### config.mk
export PLATFORM = sky130hd
export DESIGN_NAME = touch_gesture_recognizer_core_flat
export DESIGN_NICKNAME = d
export VERILOG_FILES = /design/src/rtl/tgr_pkg.sv /design/src/rtl/tgr_if.sv /design/src/rtl/tgr_cfg.sv /design/src/rtl/tgr_map.sv /design/src/rtl/tgr_track.sv /design/src/rtl/touch_gesture_recognizer_core.sv /design/src/flat_wrapper.sv
export SDC_FILE = /design/constraint.sdc
export NUM_CORES = 1
export LEC_CHECK = 0
export ABC_AREA = 0
export BUFFER_PORTS_ARGS = -buffer_cell sky130_fd_sc_hd__clkbuf_2
export CORE_MARGIN = 8
export CORE_UTILIZATION = 40
export CTS_BUF_LIST = sky130_fd_sc_hd__clkbuf_8
export CTS_CLUSTER_DIAMETER = 120
export DETAILED_ROUTE_END_ITERATION = 6
export PLACE_DENSITY = 0.59
export SKIP_LAST_GASP = 1
export SLEW_MARGIN = 20
export SYNTH_ARGS = -nofsm -noshare
export SYNTH_HDL_FRONTEND = slang
export SYNTH_SLANG_ARGS = --single-unit
### constraint.sdc
create_clock -name clk -period 16.7 [get_ports clk]
set_input_delay 0.835 -clock clk [delete_from_list [all_inputs] [get_ports clk]]
set_output_delay 0.835 -clock clk [all_outputs]
set_load 0.005 [all_outputs]
### src/rtl/tgr_pkg.sv
`timescale 1ns / 1ps

package tgr_pkg;

  localparam int COUNT_W    = 3;
  localparam int RAW_W      = 12;
  localparam int TIME_W     = 32;
  localparam int COORD_W    = 9;
  localparam int DELTA_W    = COORD_W + 1;
  localparam int DIST_W     = 9;
  localparam int MS_W       = 16;
  localparam int GEST_W     = 3;
  localparam int CFG_IDX_W  = 3;
  localparam int CFG_DATA_W = 16;

  localparam int SCREEN_WIDTH_DEF  = 240;
  localparam int SCREEN_HEIGHT_DEF = 320;

  localparam logic [DIST_W-1:0] SWIPE_DISTANCE_RST  = DIST_W'(40);
  localparam logic [MS_W-1:0]   LONG_PRESS_TIME_RST = MS_W'(600);
  localparam logic [MS_W-1:0]   TAP_PAIR_GAP_RST    = MS_W'(300);
  localparam logic [MS_W-1:0]   MIN_TAP_TIME_RST    = MS_W'(25);
  localparam logic [DIST_W-1:0] JITTER_DISTANCE_RST = DIST_W'(6);

  typedef enum logic [CFG_IDX_W-1:0] {
    CFG_SWAP_AXES       = 3'd0,
    CFG_MIRROR_X        = 3'd1,
    CFG_MIRROR_Y        = 3'd2,
    CFG_SWIPE_DISTANCE  = 3'd3,
    CFG_LONG_PRESS_TIME = 3'd4,
    CFG_TAP_PAIR_GAP    = 3'd5,
    CFG_MIN_TAP_TIME    = 3'd6,
    CFG_JITTER_DISTANCE = 3'd7
  } cfg_idx_t;

  typedef enum logic [GEST_W-1:0] {
    GEST_NONE   = 3'd0,
    GEST_TAP    = 3'd1,
    GEST_DOUBLE = 3'd2,
    GEST_LONG   = 3'd3,
    GEST_LEFT   = 3'd4,
    GEST_RIGHT  = 3'd5,
    GEST_UP     = 3'd6,
    GEST_DOWN   = 3'd7
  } gesture_t;

  typedef struct packed {
    logic              swap_axes;
    logic              mirror_x;
    logic              mirror_y;
    logic [DIST_W-1:0] swipe_distance;
    logic [MS_W-1:0]   long_press_time;
    logic [MS_W-1:0]   tap_pair_gap;
    logic [MS_W-1:0]   min_tap_time;
    logic [DIST_W-1:0] jitter_distance;
  } cfg_t;

  typedef struct packed {
    logic               down;
    logic [TIME_W-1:0]  time_ms;
    logic [COORD_W-1:0] x;
    logic [COORD_W-1:0] y;
  } sample_t;

  typedef struct packed {
    gesture_t           gesture;
    logic [COORD_W-1:0] pos_x;
    logic [COORD_W-1:0] pos_y;
  } result_t;

endpackage

### src/rtl/tgr_if.sv
`timescale 1ns / 1ps

interface tgr_in_if;
  logic                         valid;
  logic                         ready;
  logic [tgr_pkg::COUNT_W-1:0]  touch_count;
  logic [tgr_pkg::RAW_W-1:0]    raw_x;
  logic [tgr_pkg::RAW_W-1:0]    raw_y;
  logic [tgr_pkg::TIME_W-1:0]   time_ms;

  modport source (output valid, touch_count, raw_x, raw_y, time_ms, input ready);
  modport sink   (input valid, touch_count, raw_x, raw_y, time_ms, output ready);
endinterface

interface tgr_out_if;
  logic                         valid;
  logic                         ready;
  logic [tgr_pkg::GEST_W-1:0]   gesture;
  logic [tgr_pkg::COORD_W-1:0]  pos_x;
  logic [tgr_pkg::COORD_W-1:0]  pos_y;

  modport source (output valid, gesture, pos_x, pos_y, input ready);
  modport sink   (input valid, gesture, pos_x, pos_y, output ready);
endinterface

### src/rtl/tgr_cfg.sv
`timescale 1ns / 1ps

module tgr_cfg (
  input  logic                              clk,
  input  logic                              rst_n,
  input  logic                              cfg_we,
  input  logic [tgr_pkg::CFG_IDX_W-1:0]     cfg_index,
  input  logic [tgr_pkg::CFG_DATA_W-1:0]    cfg_wdata,
  output tgr_pkg::cfg_t                     cfg
);

  tgr_pkg::cfg_t cfg_r;

  always_ff @(posedge clk) begin
    if (!rst_n) begin
      cfg_r.swap_axes       <= 1'b0;
      cfg_r.mirror_x        <= 1'b0;
      cfg_r.mirror_y        <= 1'b0;
      cfg_r.swipe_distance  <= tgr_pkg::SWIPE_DISTANCE_RST;
      cfg_r.long_press_time <= tgr_pkg::LONG_PRESS_TIME_RST;
      cfg_r.tap_pair_gap    <= tgr_pkg::TAP_PAIR_GAP_RST;
      cfg_r.min_tap_time    <= tgr_pkg::MIN_TAP_TIME_RST;
      cfg_r.jitter_distance <= tgr_pkg::JITTER_DISTANCE_RST;
    end else if (cfg_we) begin
      case (cfg_index)
        tgr_pkg::CFG_SWAP_AXES:         cfg_r.swap_axes <= cfg_wdata[0];
        tgr_pkg::CFG_MIRROR_X:          cfg_r.mirror_x <= cfg_wdata[0];
        tgr_pkg::CFG_MIRROR_Y:          cfg_r.mirror_y <= cfg_wdata[0];
        tgr_pkg::CFG_SWIPE_DISTANCE:
          cfg_r.swipe_distance <= cfg_wdata[tgr_pkg::DIST_W-1:0];
        tgr_pkg::CFG_LONG_PRESS_TIME:
          cfg_r.long_press_time <= cfg_wdata[tgr_pkg::MS_W-1:0];
        tgr_pkg::CFG_TAP_PAIR_GAP:
          cfg_r.tap_pair_gap <= cfg_wdata[tgr_pkg::MS_W-1:0];
        tgr_pkg::CFG_MIN_TAP_TIME:
          cfg_r.min_tap_time <= cfg_wdata[tgr_pkg::MS_W-1:0];
        tgr_pkg::CFG_JITTER_DISTANCE:
          cfg_r.jitter_distance <= cfg_wdata[tgr_pkg::DIST_W-1:0];
        default: ;
      endcase
    end
  end

  assign cfg = cfg_r;

endmodule

### src/rtl/tgr_map.sv
`timescale 1ns / 1ps

module tgr_map #(
  parameter int SCREEN_WIDTH  = tgr_pkg::SCREEN_WIDTH_DEF,
  parameter int SCREEN_HEIGHT = tgr_pkg::SCREEN_HEIGHT_DEF
) (
  input  logic [tgr_pkg::COUNT_W-1:0] touch_count,
  input  logic [tgr_pkg::RAW_W-1:0]   raw_x,
  input  logic [tgr_pkg::RAW_W-1:0]   raw_y,
  input  logic [tgr_pkg::TIME_W-1:0]  time_ms,
  input  tgr_pkg::cfg_t               cfg,
  output tgr_pkg::sample_t            sample
);

  localparam int CW     = tgr_pkg::COORD_W;
  localparam int PROD_W = tgr_pkg::RAW_W + CW;
  localparam logic [CW-1:0] W_PX  = CW'(SCREEN_WIDTH);
  localparam logic [CW-1:0] H_PX  = CW'(SCREEN_HEIGHT);
  localparam logic [CW-1:0] W_MAX = CW'(SCREEN_WIDTH - 1);
  localparam logic [CW-1:0] H_MAX = CW'(SCREEN_HEIGHT - 1);

  logic [PROD_W-1:0] prod_x, prod_y;
  logic [CW-1:0]     sx, sy, cx, cy, wx, wy;

  always_comb begin
    prod_x = PROD_W'(raw_x) * PROD_W'(W_PX);
    prod_y = PROD_W'(raw_y) * PROD_W'(H_PX);
    sx = prod_x[PROD_W-1:tgr_pkg::RAW_W];
    sy = prod_y[PROD_W-1:tgr_pkg::RAW_W];
    if (sx >= W_PX) sx = W_MAX;
    if (sy >= H_PX) sy = H_MAX;
    cx = cfg.swap_axes ? sy : sx;
    cy = cfg.swap_axes ? sx : sy;
    wx = cx;
    wy = cy;
    if (cfg.mirror_x) wx = (cx <= W_MAX) ? W_MAX - cx : '0;
    if (cfg.mirror_y) wy = (cy <= H_MAX) ? H_MAX - cy : '0;
    sample.down    = (touch_count != '0);
    sample.time_ms = time_ms;
    sample.x       = wx;
    sample.y       = wy;
  end

endmodule

### src/rtl/tgr_track.sv
`timescale 1ns / 1ps

module tgr_track (
  input  logic              clk,
  input  logic              rst_n,
  input  logic              en,
  input  tgr_pkg::sample_t  sample,
  input  tgr_pkg::cfg_t     cfg,
  output tgr_pkg::result_t  result
);

  localparam int CW = tgr_pkg::COORD_W;
  localparam int DW = tgr_pkg::DELTA_W;
  localparam int TW = tgr_pkg::TIME_W;

  logic          pressed_r, pressed_nxt;
  logic          long_done_r, long_done_nxt;
  logic [TW-1:0] press_time_r, press_time_nxt;
  logic [TW-1:0] last_tap_r, last_tap_nxt;
  logic [CW-1:0] origin_x_r, origin_x_nxt, origin_y_r, origin_y_nxt;
  logic [CW-1:0] cur_x_r, cur_x_nxt, cur_y_r, cur_y_nxt;
  logic [CW-1:0] peak_dx_r, peak_dx_nxt, peak_dy_r, peak_dy_nxt;
  logic [DW-1:0] last_dx_r, last_dx_nxt, last_dy_r, last_dy_nxt;

  logic [DW-1:0] dx, dy, ndx, ndy, nlx, nly;
  logic [CW-1:0] adx, ady, alx, aly;
  logic [TW-1:0] held, gap;
  logic          move;

  always_comb begin
    dx   = {1'b0, sample.x} - {1'b0, origin_x_r};
    dy   = {1'b0, sample.y} - {1'b0, origin_y_r};
    ndx  = -dx;
    ndy  = -dy;
    adx  = dx[DW-1] ? ndx[CW-1:0] : dx[CW-1:0];
    ady  = dy[DW-1] ? ndy[CW-1:0] : dy[CW-1:0];
    nlx  = -last_dx_r;
    nly  = -last_dy_r;
    alx  = last_dx_r[DW-1] ? nlx[CW-1:0] : last_dx_r[CW-1:0];
    aly  = last_dy_r[DW-1] ? nly[CW-1:0] : last_dy_r[CW-1:0];
    held = sample.time_ms - press_time_r;
    gap  = sample.time_ms - last_tap_r;
    move = (adx > cfg.jitter_distance) || (ady > cfg.jitter_distance);

    pressed_nxt    = pressed_r;
    long_done_nxt  = long_done_r;
    press_time_nxt = press_time_r;
    last_tap_nxt   = last_tap_r;
    origin_x_nxt   = origin_x_r;
    origin_y_nxt   = origin_y_r;
    cur_x_nxt      = cur_x_r;
    cur_y_nxt      = cur_y_r;
    peak_dx_nxt    = peak_dx_r;
    peak_dy_nxt    = peak_dy_r;
    last_dx_nxt    = last_dx_r;
    last_dy_nxt    = last_dy_r;
    result.gesture = tgr_pkg::GEST_NONE;
    result.pos_x   = '0;
    result.pos_y   = '0;

    if (sample.down && !pressed_r) begin
      pressed_nxt    = 1'b1;
      press_time_nxt = sample.time_ms;
      origin_x_nxt   = sample.x;
      origin_y_nxt   = sample.y;
      cur_x_nxt      = sample.x;
      cur_y_nxt      = sample.y;
      peak_dx_nxt    = '0;
      peak_dy_nxt    = '0;
      last_dx_nxt    = '0;
      last_dy_nxt    = '0;
      long_done_nxt  = 1'b0;
    end else if (sample.down) begin
      if (move) begin
        cur_x_nxt   = sample.x;
        cur_y_nxt   = sample.y;
        last_dx_nxt = dx;
        last_dy_nxt = dy;
        if (adx > peak_dx_r) peak_dx_nxt = adx;
        if (ady > peak_dy_r) peak_dy_nxt = ady;
      end
      if (!long_done_r && (held >= TW'(cfg.long_press_time)) &&
          (peak_dx_nxt < cfg.swipe_distance) && (peak_dy_nxt < cfg.swipe_distance)) begin
        long_done_nxt  = 1'b1;
        result.gesture = tgr_pkg::GEST_LONG;
        result.pos_x   = cur_x_nxt;
        result.pos_y   = cur_y_nxt;
      end
    end else if (pressed_r) begin
      pressed_nxt = 1'b0;
      if (!long_done_r && (held >= TW'(cfg.min_tap_time))) begin
        if ((alx >= cfg.swipe_distance) || (aly >= cfg.swipe_distance)) begin
          if (alx > aly) begin
            result.gesture = (!last_dx_r[DW-1] && (last_dx_r != '0)) ?
                             tgr_pkg::GEST_RIGHT : tgr_pkg::GEST_LEFT;
          end else begin
            result.gesture = (!last_dy_r[DW-1] && (last_dy_r != '0)) ?
                             tgr_pkg::GEST_DOWN : tgr_pkg::GEST_UP;
          end
        end else if ((last_tap_r != '0) && (gap <= TW'(cfg.tap_pair_gap))) begin
          last_tap_nxt   = '0;
          result.gesture = tgr_pkg::GEST_DOUBLE;
        end else begin
          last_tap_nxt   = sample.time_ms;
          result.gesture = tgr_pkg::GEST_TAP;
        end
        result.pos_x = cur_x_r;
        result.pos_y = cur_y_r;
      end
    end
  end

  always_ff @(posedge clk) begin
    if (!rst_n) begin
      pressed_r    <= 1'b0;
      long_done_r  <= 1'b0;
      press_time_r <= '0;
      last_tap_r   <= '0;
      origin_x_r   <= '0;
      origin_y_r   <= '0;
      cur_x_r      <= '0;
      cur_y_r      <= '0;
      peak_dx_r    <= '0;
      peak_dy_r    <= '0;
      last_dx_r    <= '0;
      last_dy_r    <= '0;
    end else if (en) begin
      pressed_r    <= pressed_nxt;
      long_done_r  <= long_done_nxt;
      press_time_r <= press_time_nxt;
      last_tap_r   <= last_tap_nxt;
      origin_x_r   <= origin_x_nxt;
      origin_y_r   <= origin_y_nxt;
      cur_x_r      <= cur_x_nxt;
      cur_y_r      <= cur_y_nxt;
      peak_dx_r    <= peak_dx_nxt;
      peak_dy_r    <= peak_dy_nxt;
      last_dx_r    <= last_dx_nxt;
      last_dy_r    <= last_dy_nxt;
    end
  end

endmodule

### src/rtl/touch_gesture_recognizer_core.sv
`timescale 1ns / 1ps

// Port     Dir  Kind                Payload
// in_ch    in   valid/ready sink    touch_count, raw_x, raw_y, time_ms
// out_ch   out  valid/ready source  gesture, pos_x, pos_y
// cfg_*    in   write only          cfg_we, cfg_index, cfg_wdata
//
// One sample per cycle sustained while out_ch.ready is high; a result is valid once
// its input has passed the scaled-sample register, then the result register, so its
// own transfer follows both register loads at the earliest.
// Gesture state advances when a sample moves into the result register.
// Synchronous active-low reset restores register defaults and clears state.
// A stalled output holds both stages; in_ch.ready drops only when both are full.

module touch_gesture_recognizer_core #(
  parameter int SCREEN_WIDTH  = tgr_pkg::SCREEN_WIDTH_DEF,
  parameter int SCREEN_HEIGHT = tgr_pkg::SCREEN_HEIGHT_DEF
) (
  input  logic                            clk,
  input  logic                            rst_n,
  tgr_in_if.sink                          in_ch,
  tgr_out_if.source                       out_ch,
  input  logic                            cfg_we,
  input  logic [tgr_pkg::CFG_IDX_W-1:0]   cfg_index,
  input  logic [tgr_pkg::CFG_DATA_W-1:0]  cfg_wdata
);

  tgr_pkg::cfg_t    cfg;
  tgr_pkg::sample_t sample, s1_r;
  tgr_pkg::result_t res, out_r;
  logic             s1_valid_r, out_valid_r;
  logic             out_free, adv, in_xfer;

  tgr_cfg u_cfg (
    .clk       (clk),
    .rst_n     (rst_n),
    .cfg_we    (cfg_we),
    .cfg_index (cfg_index),
    .cfg_wdata (cfg_wdata),
    .cfg       (cfg)
  );

  tgr_map #(
    .SCREEN_WIDTH  (SCREEN_WIDTH),
    .SCREEN_HEIGHT (SCREEN_HEIGHT)
  ) u_map (
    .touch_count (in_ch.touch_count),
    .raw_x       (in_ch.raw_x),
    .raw_y       (in_ch.raw_y),
    .time_ms     (in_ch.time_ms),
    .cfg         (cfg),
    .sample      (sample)
  );

  tgr_track u_track (
    .clk    (clk),
    .rst_n  (rst_n),
    .en     (adv),
    .sample (s1_r),
    .cfg    (cfg),
    .result (res)
  );

  assign out_free    = !out_valid_r || out_ch.ready;
  assign adv         = s1_valid_r && out_free;
  assign in_ch.ready = !s1_valid_r || out_free;
  assign in_xfer     = in_ch.valid && in_ch.ready;

  always_ff @(posedge clk) begin
    if (!rst_n) begin
      s1_valid_r  <= 1'b0;
      out_valid_r <= 1'b0;
    end else begin
      if (in_ch.ready) s1_valid_r <= in_ch.valid;
      if (out_free) out_valid_r <= s1_valid_r;
    end
  end

  always_ff @(posedge clk) begin
    if (in_xfer) s1_r <= sample;
    if (adv) out_r <= res;
  end

  assign out_ch.valid   = out_valid_r;
  assign out_ch.gesture = out_r.gesture;
  assign out_ch.pos_x   = out_r.pos_x;
  assign out_ch.pos_y   = out_r.pos_y;

endmodule

### src/flat_wrapper.sv
// flat-port wrapper written by rule: the top's interface ports become plain ports
module touch_gesture_recognizer_core_flat 
#(
  parameter int SCREEN_WIDTH  = tgr_pkg::SCREEN_WIDTH_DEF,
  parameter int SCREEN_HEIGHT = tgr_pkg::SCREEN_HEIGHT_DEF
)
  (clk, rst_n, cfg_we, cfg_index, cfg_wdata, in_ch_valid, in_ch_touch_count, in_ch_raw_x, in_ch_raw_y, in_ch_time_ms, in_ch_ready, out_ch_valid, out_ch_gesture, out_ch_pos_x, out_ch_pos_y, out_ch_ready);
  tgr_in_if in_ch_i ();
  tgr_out_if out_ch_i ();
  input  logic clk;
  input  logic rst_n;
  input  logic cfg_we;
  input  logic [tgr_pkg::CFG_IDX_W-1:0] cfg_index;
  input  logic [tgr_pkg::CFG_DATA_W-1:0] cfg_wdata;
  input wire logic [$bits(in_ch_i.valid)-1:0] in_ch_valid;
  input wire logic [$bits(in_ch_i.touch_count)-1:0] in_ch_touch_count;
  input wire logic [$bits(in_ch_i.raw_x)-1:0] in_ch_raw_x;
  input wire logic [$bits(in_ch_i.raw_y)-1:0] in_ch_raw_y;
  input wire logic [$bits(in_ch_i.time_ms)-1:0] in_ch_time_ms;
  output wire logic [$bits(in_ch_i.ready)-1:0] in_ch_ready;
  output wire logic [$bits(out_ch_i.valid)-1:0] out_ch_valid;
  output wire logic [$bits(out_ch_i.gesture)-1:0] out_ch_gesture;
  output wire logic [$bits(out_ch_i.pos_x)-1:0] out_ch_pos_x;
  output wire logic [$bits(out_ch_i.pos_y)-1:0] out_ch_pos_y;
  input wire logic [$bits(out_ch_i.ready)-1:0] out_ch_ready;
  assign in_ch_i.valid = in_ch_valid;
  assign in_ch_i.touch_count = in_ch_touch_count;
  assign in_ch_i.raw_x = in_ch_raw_x;
  assign in_ch_i.raw_y = in_ch_raw_y;
  assign in_ch_i.time_ms = in_ch_time_ms;
  assign in_ch_ready = in_ch_i.ready;
  assign out_ch_valid = out_ch_i.valid;
  assign out_ch_gesture = out_ch_i.gesture;
  assign out_ch_pos_x = out_ch_i.pos_x;
  assign out_ch_pos_y = out_ch_i.pos_y;
  assign out_ch_i.ready = out_ch_ready;
  touch_gesture_recognizer_core #(.SCREEN_WIDTH(SCREEN_WIDTH), .SCREEN_HEIGHT(SCREEN_HEIGHT)) u_core (.clk(clk), .rst_n(rst_n), .in_ch(in_ch_i), .out_ch(out_ch_i), .cfg_we(cfg_we), .cfg_index(cfg_index), .cfg_wdata(cfg_wdata));
endmodule
* Word-level counts from Yosys, hierarchy flattened
Index checks and enable logic that the tools add are counted.
W data, S select, Z words.
** Operators by class
- $add $sub $neg :: 10
- Multipliers :: 2
- Order comparisons :: 16
- Equal/unequal tests :: 8
- Muxes and demuxes :: 51
- Bitwise operators :: 3
- Reductions and logical operators :: 42
** Operator list (count)
- $mux W9 :: 29
- $ge A32 B16 Y1 :: 2
- $sub A32 B32 Y32 :: 2
- $mux W21 :: 3
- $mux W10 :: 6
- $gt A9 B9 Y1 :: 5
- $neg A9 Y9 :: 4
- $le A32 B16 Y1 :: 1
- $mux W32 :: 1
- $reduce_bool A32 Y1 :: 1
- $reduce_and A2 Y1 :: 11
- $mux W20 :: 1
- $reduce_bool A10 Y1 :: 2
- $sub A9 B9 Y10 :: 2
- $ge A9 B9 Y1 :: 2
- $lt A9 B9 Y1 :: 2
- $mul A12 B4 Y16 const B :: 1
- $mul A12 B3 Y15 const B :: 1
- $eq A3 B3 Y1 const B :: 4
- $logic_and A1 B1 Y1 :: 10
- $ge A9 B9 Y1 const B :: 1
- $le A9 B8 Y1 const B :: 1
- $le A9 B9 Y1 const B :: 1
- $sub A8 B9 Y9 const A :: 1
- other kinds (17) :: 38
** Word-level totals
- Register bits after elaboration :: 283
- Input port bits :: 83
- Output and inout port bits :: 23
- Word-level logic and storage cells :: 161

* Longest topological paths before layout
- Word-level depth :: 14
- Gate-level depth with buffers :: 38
- Gate-level depth less buffers :: 35

* Hierarchy
Synthesis repeated with hierarchy kept, for this count alone.
** Second synthesis, totals
- Cell total of the unflattened synthesis :: 2520
- Area, all modules :: 21637.0 µm²
** Modules (own cells, without submodules)
- tgr_track :: instances 1, cells each 1821, area an instance 13830.8 µm², seq. area each 2802.7 µm²
- tgr_map :: instances 1, cells each 356, area an instance 2806.4 µm², seq. area each 0.0 µm²
- tgr_cfg :: instances 1, cells each 262, area an instance 2733.9 µm², seq. area each 1381.3 µm²
- touch_gesture_recognizer_core :: instances 1, cells each 81, area an instance 2265.9 µm², seq. area each 2202.1 µm²

* Least setup slack after synthesis
No wires, ideal clock.
- Path type :: register to register
- Start :: reg u_core.s1_r[10] (netlist name)
- End :: reg u_core.out_r, in the netlist u_core.out_ch.pos_y[1] (data pin)
- Library setup time :: 0.131 ns
- Arrival time :: 6.839 ns
- Data required time :: 16.569 ns
- Slack :: 9.730 ns
- Stages on the path, launching flop included :: 32
- Path buffers :: 2
- Clock period less this slack :: 6.970 ns
- Cell sequence :: edfxtp_1 ha_1 nor2b_1 o21ai_0 a21boi_0 o21ai_0 a21boi_0 o21ai_0 a21oi_1 a211oi_1 mux2_2 ha_1 nor2b_1 o211ai_1 a21o_1 nand3_1 a22oi_1 nor4_1 clkbuf_1 mux2_2 ha_1 a21o_1 a21o_1 a21oi_1 o21ai_0 or3b_2 o211ai_1 o31a_1 a21boi_2 a31o_2 buf_2 a22o_1
** Between the ends
- Longest elaborated chain between the ends :: 13
- Elaborated cells between the ends (all ways) :: 20
- Classes of those cells :: add/sub: 2; order compare: 4; mux: 11; reduce/logical: 3
** Ends and longest elaborated chain
- start, declared :: RTL line touch_gesture_recognizer_core.sv:29 : tgr_pkg::sample_t sample, s1_r;
- start signal, assigned :: RTL line touch_gesture_recognizer_core.sv:80 : if (in_xfer) s1_r <= sample;
- $sub A9 B9 Y10 * :: RTL line tgr_track.sv:31 : dx = {1'b0, sample.x} - {1'b0, origin_x_r};
- $neg A9 Y9 :: RTL line tgr_track.sv:33 : ndx = -dx;
- $mux W9 * :: RTL line tgr_track.sv:35 : adx = dx[DW-1] ? ndx[CW-1:0] : dx[CW-1:0];
- $gt A9 B9 Y1 (on tied branches) :: RTL line tgr_track.sv:79, tgr_track.sv:43
- $mux W9 / $logic_or A1 B1 Y1 (equally long branches) :: RTL line tgr_track.sv:79, tgr_track.sv:43
- $mux W9 :: RTL line tgr_track.sv:74 : if (move) begin
- $mux W9 :: RTL line tgr_track.sv:73 : end else if (sample.down) begin
- $mux W9 :: RTL line tgr_track.sv:61 : if (sample.down && !pressed_r) begin
- $lt A9 B9 Y1 :: RTL line tgr_track.sv:83 : (peak_dx_nxt < cfg.swipe_distance) && (peak_dy_nxt < cfg.swipe_distance)) begin
- $logic_and A1 B1 Y1 :: RTL line tgr_track.sv:82 : if (!long_done_r && (held >= TW'(cfg.long_press_time)) &&
- $logic_and A1 B1 Y1 :: RTL line tgr_track.sv:83
- $mux W20 * :: RTL line tgr_track.sv:82
- $mux W21 * :: RTL line tgr_track.sv:73
- end signal, assigned :: RTL line touch_gesture_recognizer_core.sv:81 : if (adv) out_r <= res;
- end, declared :: RTL line touch_gesture_recognizer_core.sv:30 : tgr_pkg::result_t res, out_r;
Mark *: on every way between the ends. The rest lies on a longest branch, timed or not. The select of a mux whose other input is x is not followed.
A chain may end at the register's enable or synchronous reset.

* Worst setup path after layout
- Start :: reg u_core.s1_r[1] (netlist name)
- End :: reg u_core.out_r, in the netlist u_core.out_ch.pos_x[0] (data pin)
** Between the ends
- Longest elaborated chain between the ends :: 13
- Elaborated cells between the ends (all ways) :: 20
- Classes of those cells :: add/sub: 2; order compare: 4; mux: 11; reduce/logical: 3
** Ends and longest elaborated chain
- $sub A9 B9 Y10 * :: RTL line tgr_track.sv:32 : dy = {1'b0, sample.y} - {1'b0, origin_y_r};
- $neg A9 Y9 :: RTL line tgr_track.sv:34 : ndy = -dy;
- $mux W9 * :: RTL line tgr_track.sv:36 : ady = dy[DW-1] ? ndy[CW-1:0] : dy[CW-1:0];
- $gt A9 B9 Y1 :: RTL line tgr_track.sv:43 : move = (adx > cfg.jitter_distance) || (ady > cfg.jitter_distance);
- $logic_or A1 B1 Y1 :: RTL line tgr_track.sv:43
- $mux W9 :: RTL line tgr_track.sv:74
- $mux W9 :: RTL line tgr_track.sv:73
- $mux W9 :: RTL line tgr_track.sv:61
- $lt A9 B9 Y1 :: RTL line tgr_track.sv:83
- $logic_and A1 B1 Y1 :: RTL line tgr_track.sv:82
- $logic_and A1 B1 Y1 :: RTL line tgr_track.sv:83
- $mux W20 * :: RTL line tgr_track.sv:82
- $mux W21 * :: RTL line tgr_track.sv:73
Marks and branches as above.

==> impl_results.md <==
- Vias in the first global route: 16726
- Run status: finished clean
- Post-synthesis sequential area ratio: 31.7%
- Max incr delay on CP: 0.64 ns
- Post-Synthesis Cells: 2375
- Leak: 8.96 nW
- Pin count of the biggest net entering global routing: 86
- Reg power frac: 29.4%
- Slew @ Worst Pin: 0.966 ns
- Worst hold path class: in -> reg
- Site row count: 82
- Buffers on Ports: 105
- Relative slew slack: 35.6%
- Most common cell on crit path: o21ai_0
- Final Hold Fails: 0
- Setup violations, final: 0
- Sw frac: 39.6%
- Hold_sp: in_ch_time_ms[16]
- Setup Buffers After CTS: 0
- Reg2reg setup slack: 8.44 ns
- P&R area growth vs syn: 11.0%
- Layout cells sized above 1: 10.0%
- Worst Hold Path Cells: 1
- Worst Hold Path EP: u_core.s1_r[34]
- Syn_area_per_cell: 8.47 um^2
- Slowest-stage cell, CP: a22oi_1
- Critical Path Source: u_core.s1_r[1]
- Fmax: 0.121 GHz
- Cell Int Power: 1.65 mW
- Synth area leader: dfxtp_1
- Routed wire length per instance: 18.3 um
- Worst Path Class, Setup: reg -> reg
- CTS Hold Bufs: 0
- Maximum vdd drop: 0.0000595 V
- Yosys cell types: 90
- Placed insts: 3080
- Reg-to-reg startpoint: u_core.s1_r[1]
- Post-Route Skew: 0.0357 ns
- Final ANT Viol Nets: 0
- Most frequent cells after synthesis: nand2_1, ha_1, a21oi_1
- Die Height: 240 um
- Max-cap violations: 0
- Nets: 2822
- Synthesized cell area: 0.0201 mm^2
- Router iterations before antenna repair: 5
- Initial DRC count: 1249
- Worst-Skew Late Latency: 0.64 ns
- Resized Gates After CTS: 0
- Die W: 240 um
- Buf/Inv on CP: 2
- Worst-case clock buffer depth: 3
- CTS tree: yes
- Count leader, synth: nand2_1
- Gr usage total: 19.8%
- Pwr/cell area: 122 mW/mm^2
- Htree depth: 2
- Global route overflow: 0
- Comb power frac: 45.0%
- Initial antenna violation count: 1
- Synth Warn #: 0
- Synth Flop Type: dfxtp_1
- P_sw: 1.08 mW
- Die area: 0.0578 mm^2
- Max-slew violations: 0
- Clock Power Share: 25.6%
- Vias: 17390
- Yosys reg bits: 283
- Final TNS setup: 0 ns
- Cts bufs inserted: 54
- FF/Latch Area: 0.00639 mm^2
- RSZ-0062 raised after global routing: no
- Clock sinks: 283
- Crit end category: flop
- Startpoint types: flop
- Area of the multi-input gates: 0.0126 mm^2
- DR vias/cell: 5.47
- WP data arrival: 8.75 ns
- Core Region: 0.0500 mm^2
- First-pass GRT wire length: 92100 um
- Filler instances: 5009
- Post-layout min period: 8.26 ns
- Synth top area cells: dfxtp_1, ha_1, edfxtp_1, nand2_1, a21oi_1
- FF-to-FF End: u_core.out_ch.pos_x[0]
- Critical-path maximum fanout: 15
- Top Family by Delay on Critical Path: compound AO/OA/AOI/OAI gates
- # DRC: 0
- Syn nets: 2733
- Tcrit/Tclk final: 49.5%
- Post-Layout Cell Count: 3181
- Routability cong.: 0.909
- Num ports: 106
- Clk slew on worst S/H paths: 0.06 ns
- Clk root buf: clkbuf_8
- Asr flop ratio synth: 0%
- WP data required: 17.19 ns
- Worst-case reg-to-reg path depth: 33
- Share of the synthesized area in the top cell type: 21.0%
- Starting Density: 40.3%
- EDFF count, synth: 72
- DP HPWL: 44500 um
- Final wirelength: 58100 um
==> flip-flops by register name (all words and copies together), names as in the netlist <==
signal / cells
u_core.out_ch.gesture: 3
u_core.out_ch.pos_y: 9
u_core.s1_r: 51
u_core.u_track.pressed_r: 1
u_core.u_track.cur_x_r: 9
u_core.u_track.last_dy_r: 10
u_core.s1_valid_r: 1
u_core.u_track.cur_y_r: 9
u_core.out_ch.pos_x: 9
u_core.u_track.last_tap_r: 32
u_core.u_track.long_done_r: 1
u_core.u_cfg.cfg: 69
u_core.u_track.peak_dx_r: 9
u_core.u_track.origin_x_r: 9
u_core.u_track.press_time_r: 32
u_core.u_track.last_dx_r: 10
u_core.u_track.peak_dy_r: 9
u_core.u_track.origin_y_r: 9
u_core.out_ch.valid: 1
==> kinds of logic (layout without fill, tap and decap cells) <==
group | Yosys count | in the layout | synth area share [%]
and+or+nand+nor | 702 | 702 | 16.0
adders and majority gates | 275 | 275 | 18.0
other | 0 | 1 | 0
AOI/OAI and AO/OA | 668 | 668 | 21.9
DFF | 283 | 283 | 31.7
buffers and inverters | 306 | 439 | 5.91
xor gates and xnor gates | 111 | 111 | 4.83
muxes | 30 | 30 | 1.60
==> area by class of cell <==
cell class	instances	area share [%]
clock buffers	62	3.82
flip-flops and latches	283	28.6
repair buffers	115	2.69
diodes	1	0.0112
multi-input cells	1786	56.3
clock inverters	38	1.07
inverters	224	3.77
well taps	672	3.76
==> routing by layer <==
layer | global-route usage, % | part of all wire [%]
met1 | 27.3 | 48
met2 | 32.1 | 45
met3 | 2.53 | 4.6
met4 | 5.79 | 2.5
met5 | 0 | 0
==> worst reg2reg max path: cells and delay by family, from the launching register on <==
family	cells	cell delay, ns
AOI/OAI and AO/OA	19	4.11
adders and majority gates	3	0.92
and+or+nand+nor	8	1.81
xor gates and xnor gates	1	0.45
DFF	1	0.48
buffers and inverters	2	0.36
==> layout by cell type (no fill, tap or decap), types with 10 or more instances in the layout <==
master and n:
a211oi_1 20, a21o_1 54, a21oi_1 241, a22o_1 78, a22oi_1 15, a31oi_1 14, buf_4 10, clkbuf_2 105
clkbuf_8 62, dfxtp_1 211, edfxtp_1 72, fa_1 24, ha_1 251, inv_1 240, mux2_2 18, mux2i_1 12
nand2_1 349, nand2b_1 32, nand3_1 32, nand4_1 35, nor2_1 114, nor2b_1 24, nor3_1 30, nor4_1 18
o211ai_1 27, o21a_1 15, o21ai_0 91, o22ai_1 13, o31ai_1 12, or3_1 11, xnor2_1 73, xor2_1 38
==> how the worst max path moves through the flow <==
stage / endpoint / cells after the start
2_1_floorplan: u_core.out_ch.pos_y[1] / 31
3_3_place_gp: u_core.out_ch.pos_y[0] / 30
3_5_place_dp: u_core.out_ch.pos_x[0] / 30
4_1_cts: u_core.out_ch.pos_x[3] / 33
5_1_grt: u_core.out_ch.pos_x[3] / 33
6_report: u_core.out_ch.pos_x[0] / 33
==> stage by stage <==
step / hold WS [ns] / power [mW] / util (%) / worst slack [ns] / instance area, um^2
2_1_floorplan: 0.436 / 1.71 / - / 9.73 / 20100
3_3_place_gp: 0.442 / 2.00 / 42.5 / 8.72 / 21200
3_5_place_dp: 0.446 / 2.03 / 42.5 / 8.53 / 21300
4_1_cts: 0.312 / 2.75 / 44.7 / 8.49 / 22300
5_1_grt: 0.336 / 2.93 / 44.7 / 7.77 / 22300
6_report: 0.371 / 2.73 / 44.7 / 8.44 / 22300
==> power groups by stage <==
stage               Sequential (mW)  Clock (mW)  Combinational, mW
finish                        0.804       0.699               1.23
global route                  0.809       0.750               1.37
CTS                           0.804       0.722               1.22
detailed placement            0.818           0               1.21
global placement              0.817           0               1.19
floorplan                     0.799           0              0.909
No activity file was read; power rests on OpenSTA's default activity.
